<file path="src/sv/pod_pkg.sv">
package pod_pkg;

   localparam int YEAR_W  = 14;
   localparam int MONTH_W = 4;
   localparam int DAY_W   = 5;
   localparam int DNUM_W  = 23;
   localparam int COUNT_W = 22;

   localparam int MAX_YEAR_DEF = 9999;

   localparam logic [COUNT_W-1:0] COUNT_MAX = '1;

   localparam int NUM_DATES = 4;

   // floor(y / 100) = (y * 5243) >> 19, exact for y below 2**14
   localparam int DIV100_MUL   = 5243;
   localparam int DIV100_SHIFT = 19;
   localparam int DIV100_PW    = 27;
   localparam int Q_W          = 8;
   localparam int REM_W        = 7;

   localparam int DAYS_PER_YEAR = 365;
   localparam int CENTURY       = 100;

   localparam logic [MONTH_W-1:0] MONTH_JAN = 4'd1;
   localparam logic [MONTH_W-1:0] MONTH_FEB = 4'd2;
   localparam logic [MONTH_W-1:0] MONTH_DEC = 4'd12;

   typedef struct packed {
      logic [YEAR_W-1:0]  year;
      logic [MONTH_W-1:0] month;
      logic [DAY_W-1:0]   day;
   } date_type;

   typedef struct packed {
      logic              ok;
      logic [DNUM_W-1:0] num;
   } dnum_type;

   function automatic logic [DAY_W-1:0] month_len(input logic [MONTH_W-1:0] m,
                                                  input logic leap);
      logic [DAY_W-1:0] len;
      case (m)
         4'd1:    len = 5'd31;
         4'd2:    len = leap ? 5'd29 : 5'd28;
         4'd3:    len = 5'd31;
         4'd4:    len = 5'd30;
         4'd5:    len = 5'd31;
         4'd6:    len = 5'd30;
         4'd7:    len = 5'd31;
         4'd8:    len = 5'd31;
         4'd9:    len = 5'd30;
         4'd10:   len = 5'd31;
         4'd11:   len = 5'd30;
         4'd12:   len = 5'd31;
         default: len = 5'd0;
      endcase
      return len;
   endfunction

   function automatic logic [8:0] days_before(input logic [MONTH_W-1:0] m);
      logic [8:0] n;
      case (m)
         4'd1:    n = 9'd0;
         4'd2:    n = 9'd31;
         4'd3:    n = 9'd59;
         4'd4:    n = 9'd90;
         4'd5:    n = 9'd120;
         4'd6:    n = 9'd151;
         4'd7:    n = 9'd181;
         4'd8:    n = 9'd212;
         4'd9:    n = 9'd243;
         4'd10:   n = 9'd273;
         4'd11:   n = 9'd304;
         4'd12:   n = 9'd334;
         default: n = 9'd0;
      endcase
      return n;
   endfunction

endpackage

</file>
<file path="src/sv/pod_date_num.sv">
module pod_date_num #(
   parameter int MAX_YEAR = pod_pkg::MAX_YEAR_DEF
) (
   input  pod_pkg::date_type date,
   output pod_pkg::dnum_type dnum
);

   localparam logic [16:0] MaxYearLim = 17'(MAX_YEAR);

   logic [pod_pkg::YEAR_W-1:0]    p;
   logic [pod_pkg::DIV100_PW-1:0] yprod;
   logic [pod_pkg::DIV100_PW-1:0] pprod;
   logic [pod_pkg::Q_W-1:0]       yq;
   logic [pod_pkg::Q_W-1:0]       pq;
   logic [pod_pkg::REM_W-1:0]     yrem;
   logic                          leap;
   logic                          ok;
   logic [pod_pkg::DAY_W-1:0]     mlen;
   logic [pod_pkg::DNUM_W-1:0]    num;

   always_comb begin
      p     = date.year - pod_pkg::YEAR_W'(1);
      yprod = pod_pkg::DIV100_PW'(date.year) * pod_pkg::DIV100_PW'(pod_pkg::DIV100_MUL);
      pprod = pod_pkg::DIV100_PW'(p) * pod_pkg::DIV100_PW'(pod_pkg::DIV100_MUL);
      yq    = yprod[pod_pkg::DIV100_SHIFT +: pod_pkg::Q_W];
      pq    = pprod[pod_pkg::DIV100_SHIFT +: pod_pkg::Q_W];
      yrem  = pod_pkg::REM_W'(date.year
                 - pod_pkg::YEAR_W'(yq) * pod_pkg::YEAR_W'(pod_pkg::CENTURY));
      // Gregorian rule: by 4, not by 100 unless by 400
      leap  = ((date.year[1:0] == 2'b00) && (yrem != '0))
            || ((yrem == '0) && (yq[1:0] == 2'b00));
      mlen  = pod_pkg::month_len(date.month, leap);
      ok    = (date.year != '0)
            && ({3'b000, date.year} <= MaxYearLim)
            && (date.month >= pod_pkg::MONTH_JAN)
            && (date.month <= pod_pkg::MONTH_DEC)
            && (date.day != '0)
            && (date.day <= mlen);
      num   = pod_pkg::DNUM_W'(p) * pod_pkg::DNUM_W'(pod_pkg::DAYS_PER_YEAR)
            + pod_pkg::DNUM_W'(p[pod_pkg::YEAR_W-1:2])
            - pod_pkg::DNUM_W'(pq)
            + pod_pkg::DNUM_W'(pq[pod_pkg::Q_W-1:2])
            + pod_pkg::DNUM_W'(pod_pkg::days_before(date.month))
            + pod_pkg::DNUM_W'((date.month > pod_pkg::MONTH_FEB) && leap)
            + pod_pkg::DNUM_W'(date.day);
      dnum.ok  = ok;
      dnum.num = ok ? num : '0;
   end

endmodule

</file>
<file path="src/sv/pod_overlap.sv">
module pod_overlap (
   input  pod_pkg::dnum_type                dn [pod_pkg::NUM_DATES],
   output logic [pod_pkg::COUNT_W-1:0]      count,
   output logic                             bad
);

   logic                        any_invalid;
   logic                        inverted;
   logic                        overlaps;
   logic [pod_pkg::DNUM_W-1:0]  lo;
   logic [pod_pkg::DNUM_W-1:0]  hi;
   logic [pod_pkg::DNUM_W-1:0]  diff;

   always_comb begin
      any_invalid = !dn[0].ok || !dn[1].ok || !dn[2].ok || !dn[3].ok;
      inverted    = (dn[1].num < dn[0].num) || (dn[3].num < dn[2].num);
      bad         = any_invalid || inverted;
      overlaps    = (dn[0].num <= dn[3].num) && (dn[2].num <= dn[1].num);
      lo          = (dn[0].num > dn[2].num) ? dn[0].num : dn[2].num;
      hi          = (dn[1].num < dn[3].num) ? dn[1].num : dn[3].num;
      diff        = hi - lo;
      if (bad || !overlaps) begin
         count = '0;
      end else if (diff > pod_pkg::DNUM_W'(pod_pkg::COUNT_MAX)) begin
         count = pod_pkg::COUNT_MAX;
      end else begin
         count = diff[pod_pkg::COUNT_W-1:0];
      end
   end

endmodule

</file>
<file path="src/sv/period_overlap_days_core.sv">
// An accepted transaction passes the input, day-number and result stages in turn to rsp_*.
// Throughput: one transaction per cycle while rsp_stall is low; these three register stages
// each hold one transaction and advance whenever the next stage is free or being emptied.
// Reset: synchronous, active high; empties all three stages, payload registers are not reset.
module period_overlap_days_core #(
   parameter int MAX_YEAR = pod_pkg::MAX_YEAR_DEF
) (
   input  logic                          clock,
   input  logic                          reset,
   input  logic                          req_valid,
   output logic                          req_stall,
   input  logic [pod_pkg::YEAR_W-1:0]    req_first_start_year,
   input  logic [pod_pkg::MONTH_W-1:0]   req_first_start_month,
   input  logic [pod_pkg::DAY_W-1:0]     req_first_start_day,
   input  logic [pod_pkg::YEAR_W-1:0]    req_first_end_year,
   input  logic [pod_pkg::MONTH_W-1:0]   req_first_end_month,
   input  logic [pod_pkg::DAY_W-1:0]     req_first_end_day,
   input  logic [pod_pkg::YEAR_W-1:0]    req_second_start_year,
   input  logic [pod_pkg::MONTH_W-1:0]   req_second_start_month,
   input  logic [pod_pkg::DAY_W-1:0]     req_second_start_day,
   input  logic [pod_pkg::YEAR_W-1:0]    req_second_end_year,
   input  logic [pod_pkg::MONTH_W-1:0]   req_second_end_month,
   input  logic [pod_pkg::DAY_W-1:0]     req_second_end_day,
   output logic                          rsp_valid,
   input  logic                          rsp_stall,
   output logic [pod_pkg::COUNT_W-1:0]   rsp_overlap_days,
   output logic                          rsp_bad_input
);

   pod_pkg::date_type               date_ff [pod_pkg::NUM_DATES];
   pod_pkg::date_type               date_in [pod_pkg::NUM_DATES];
   pod_pkg::dnum_type               dn_ff   [pod_pkg::NUM_DATES];
   pod_pkg::dnum_type               dn_in   [pod_pkg::NUM_DATES];
   logic [pod_pkg::COUNT_W-1:0]     count_ff;
   logic [pod_pkg::COUNT_W-1:0]     count_in;
   logic                            bad_ff;
   logic                            bad_in;
   logic                            v0_ff, v0_in;
   logic                            v1_ff, v1_in;
   logic                            v2_ff, v2_in;
   logic                            ready0, ready1, ready2;

   always_comb begin
      date_in[0] = '{year: req_first_start_year,  month: req_first_start_month,
                     day: req_first_start_day};
      date_in[1] = '{year: req_first_end_year,    month: req_first_end_month,
                     day: req_first_end_day};
      date_in[2] = '{year: req_second_start_year, month: req_second_start_month,
                     day: req_second_start_day};
      date_in[3] = '{year: req_second_end_year,   month: req_second_end_month,
                     day: req_second_end_day};
   end

   for (genvar g = 0; g < pod_pkg::NUM_DATES; g++) begin : g_date
      pod_date_num #(
         .MAX_YEAR (MAX_YEAR)
      ) u_date_num (
         .date (date_ff[g]),
         .dnum (dn_in[g])
      );
   end

   pod_overlap u_overlap (
      .dn    (dn_ff),
      .count (count_in),
      .bad   (bad_in)
   );

   always_comb begin
      ready2    = !v2_ff || !rsp_stall;
      ready1    = !v1_ff || ready2;
      ready0    = !v0_ff || ready1;
      req_stall = !ready0;
      v0_in     = ready0 ? req_valid : v0_ff;
      v1_in     = ready1 ? v0_ff : v1_ff;
      v2_in     = ready2 ? v1_ff : v2_ff;
   end

   always_ff @(posedge clock) begin
      if (reset) begin
         v0_ff <= 1'b0;
         v1_ff <= 1'b0;
         v2_ff <= 1'b0;
      end else begin
         v0_ff <= v0_in;
         v1_ff <= v1_in;
         v2_ff <= v2_in;
      end
   end

   always_ff @(posedge clock) begin
      if (ready0 && req_valid) begin
         date_ff <= date_in;
      end
      if (ready1 && v0_ff) begin
         dn_ff <= dn_in;
      end
      if (ready2 && v1_ff) begin
         count_ff <= count_in;
         bad_ff   <= bad_in;
      end
   end

   assign rsp_valid        = v2_ff;
   assign rsp_overlap_days = count_ff;
   assign rsp_bad_input    = bad_ff;

`ifndef SYNTHESIS
   a_bad_zero: assert property (@(posedge clock) disable iff (reset)
      (rsp_valid && rsp_bad_input) |-> (rsp_overlap_days == '0))
      else $error("bad transaction carries a non-zero count");

   a_reset_empty: assert property (@(posedge clock)
      reset |=> (!rsp_valid && !v0_ff && !v1_ff))
      else $error("pipeline not empty after reset");

   a_accept_loads: assert property (@(posedge clock) disable iff (reset)
      (req_valid && !req_stall) |=> v0_ff)
      else $error("accepted transaction lost at input stage");

   a_stage_hold: assert property (@(posedge clock) disable iff (reset)
      (v1_ff && v2_ff && rsp_stall) |=> (v1_ff && v2_ff))
      else $error("stalled stage dropped a transaction");
`endif

endmodule
</file>
<file path="config.mk">
export PLATFORM = sky130hd
export DESIGN_NAME = period_overlap_days_core
export DESIGN_NICKNAME = d
export VERILOG_FILES = /design/src/sv/pod_pkg.sv /design/src/sv/pod_date_num.sv /design/src/sv/pod_overlap.sv /design/src/sv/period_overlap_days_core.sv
export SDC_FILE = /design/constraint.sdc
export NUM_CORES = 2
export LEC_CHECK = 0
export BUFFER_PORTS_ARGS = -buffer_cell sky130_fd_sc_hd__buf_2
export CAP_MARGIN = 20
export CELL_PAD_IN_SITES_DETAIL_PLACEMENT = 0
export CELL_PAD_IN_SITES_GLOBAL_PLACEMENT = 1
export CORE_UTILIZATION = 45
export CTS_CLUSTER_DIAMETER = 60
export DETAILED_ROUTE_END_ITERATION = 10
export PLACE_DENSITY = 0.84
export SLEW_MARGIN = 0
export SYNTH_ARGS = -nofsm -noshare
export SYNTH_HDL_FRONTEND = slang
export SYNTH_SLANG_ARGS = --single-unit
</file>
<file path="constraint.sdc">
create_clock -name clock -period 22.5 [get_ports clock]
set_clock_uncertainty 0.05 [all_clocks]
set_input_delay 5.625 -clock clock [delete_from_list [all_inputs] [get_ports clock]]
set_output_delay 5.625 -clock clock [all_outputs]
set_load 0.02 [all_outputs]
</file>
==> results.md <==
* Status: finished clean
* Core Area at 129,500 µm²
* HPWL Detailed at about 120 mm
* R2R depth at 49
* Syn_area_per_cell at between 9 and 10 µm²
* Initial antenna violation count at 1
* Netlist Area Pre-Place at about 60,000 µm²
* Most common cell in the netlist: inv_1
* Drt drc at 0
* Post-CTS Resized at 0
* Max_cap viols at 0
* Rel. slew slack at 0.3194
* Endpoints failing setup at 0
* Max Slew Vio Count at 0
* R2R Path End: dn_ff[46]$_SDFFCE_PN0P_
* Post-CTS Setup Bufs at 0
* Global-route wire length before repair at 222.9 mm
* Min-delay src: v1_ff$_SDFFE_PP0P_
* Reg-to-Reg Start: date_ff[34]$_DFFE_PP_
* Number of synthesized flops with an enable pin at 211
* Cell row count at about 130
* First-pass detailed-route iteration total at 5
* Post-synth net total at 8,239
* Die Ht at around 360 µm
* TritonCTS clock tree: done
* Hold Crit Depth at 2
* Top Ports at around 120
* Root Driver: clkbuf_16
* R2R Setup Slk at 8780 ps
* Ant diodes at 0
* Fmax at 72.87 MHz
* GPL Wtd Cong at 0.9366
* Critical path arrival at 14,030 ps
* P&R area growth vs syn at 7.525%
* Peak fanout along the critical path at 8
* Slowest stage cell, crit path: xnor2_1
* Cell taking the most area after synthesis: ha_1
* Via density at 5.074
* Worst slew pin tran at 1014 ps
* Via count of the first global-routing pass at 42,430
* Crit path top cell by count: fa_1
* RSZ-0062 raised after global routing: no
* Final period util at 0.6099
* GR Util All Layers at 0.2130
* Clk Latency, worst-skew pair at ~610 ps
* Critical path class: reg2reg
* CTS Buffer Depth at 3
* Top post-synthesis cells by count: 1,617 x inv_1, 1,388 x ha_1, 861 x fa_1
* Worst min path class: reg2reg
* Crit end category: register
* Fin Setup TNS at 0 ps
* FFs w/ async S/R, synth at 0
* Yosys synthesis warning count at 0
* Mapped Cells at 5,894
* Yosys reg bits at 250
* Port bufs at 120
* Clock transition at the registers of the reported paths at 60 ps
* Starting density of the core at 0.4530
* Die W at 363.1 µm
* Tmin final at 13,720 ps
* Largest net degree at the start of global routing at 58
* Drt wl/cell at about 17 µm
* H-tree Lvls at 2
* Sequential fraction of the synthesis area at 0.1213
* Hold Buf Count CTS at 0
* Clock Sinks at 250
* Post-synth top area share at 0.2960
* Die area at 131,800 µm²
* CP Launch Type: register
* Share of cells above drive strength 1 at 0.04652
* Final hold violation count at 0
* Vias at 39,820
* Req. time, crit path at 22,810 ps
* Worst Hold Path EP: rsp_valid$_SDFFE_PP0P_
* Ranking of synthesized cells by area: ha_1 30%, fa_1 29%, edfxtp_1 11%
* Routed Antenna Nets at 0
* Drt first-iter violations at 2,090
* Final wirelength at 134.5 mm
* CTS Buf Count at 38
* Max incr delay on CP at 800 ps
* NumNets Final at 8,420
* Main flop type after synthesis: edfxtp_1
* Synth cell types at 77
* GRT overflow at 0
## cell families after synthesis
kind of cell / Yosys count / share of synthesized area
xor gates and xnor gates: 240 / 0.03645
and+or+nand+nor: 742 / 0.06111
buffers and inverters: 1655 / 0.1060
adders and majority gates: 2249 / 0.5899
DFF: 250 / 0.1213
muxes: 34 / 0.005994
AOI/OAI and AO/OA: 724 / 0.07926
## through the flow
| step | cell area, µm² | hold WS (ps) | instances | util | setup WS [ps] |
|---|---|---|---|---|---|
| after global routing | 63080 | 488.0 | 7847 | 0.4871 | 7644 |
| after detailed placement | 61760 | 429.7 | 7774 | 0.4769 | 8914 |
| after global placement | 61760 | 416.8 | 7774 | 0.4769 | 9192 |
| after CTS | 63050 | 442.1 | 7844 | 0.4870 | 8891 |
| after floorplan | 58660 | 394.4 | 5894 | - | 10350 |
| final | 63080 | 431.5 | 7847 | 0.4871 | 8777 |
## critical path, delay by kind of cell (launching register included)
| family | cells | cell delay (ps) |
|---|---|---|
| buffers and inverters | 7 | 890 |
| XOR/XNOR | 3 | 1070 |
| flip-flops | 1 | 540 |
| adder cells (fa/ha/maj) | 14 | 5960 |
| AO/OA/AOI/OAI | 16 | 4090 |
| AND/OR/NAND/NOR | 9 | 840 |
## cells in the final DEF, fill, tap and decap left out, types with 58 or more instances in the layout
cell type	n
a21oi_1	188
buf_4	58
ha_1	1388
fa_1	861
nor2_1	194
nand2_1	208
inv_1	1617
buf_2	120
a21o_1	100
xnor2_1	165
edfxtp_1	211
o21ai_0	172
xor2_1	71
nand3_1	61
## metal layers
| layer | GRT usage | wire (µm) | up-vias |
|---|---|---|---|
| met5 | 0 | 13 | - |
| met4 | 0.04674 | 2657 | 2 |
| met3 | 0.02231 | 5733 | 140 |
| met2 | 0.3516 | 61840 | 697 |
| met1 | 0.3007 | 64270 | 19590 |
| li1 | - | - | 19390 |
## worst max path at each step
stage	start	endpoint	cells past startpoint
floorplan	date_ff[32]$_DFFE_PP_	dn_ff[46]$_SDFFCE_PN0P_	47
global placement	date_ff[34]$_DFFE_PP_	dn_ff[46]$_SDFFCE_PN0P_	49
detailed placement	date_ff[34]$_DFFE_PP_	dn_ff[46]$_SDFFCE_PN0P_	49
CTS	date_ff[32]$_DFFE_PP_	dn_ff[46]$_SDFFCE_PN0P_	48
global route	date_ff[32]$_DFFE_PP_	dn_ff[46]$_SDFFCE_PN0P_	48
finish	date_ff[34]$_DFFE_PP_	dn_ff[46]$_SDFFCE_PN0P_	49
## layout make-up
class                   count  area, µm²
repair buffers            178       1036
flip-flops and latches    250       7117
clock buffers              43       1011
inverters                1618       6076
fillers                 12010      66410
multi-input cells        3989      45370
clock inverters            27      285.3
well taps                1742       2180
Power is left out: the tool's default activity adds up to more than one toggle a clock period on the data nets, which glitch-free logic cannot reach.
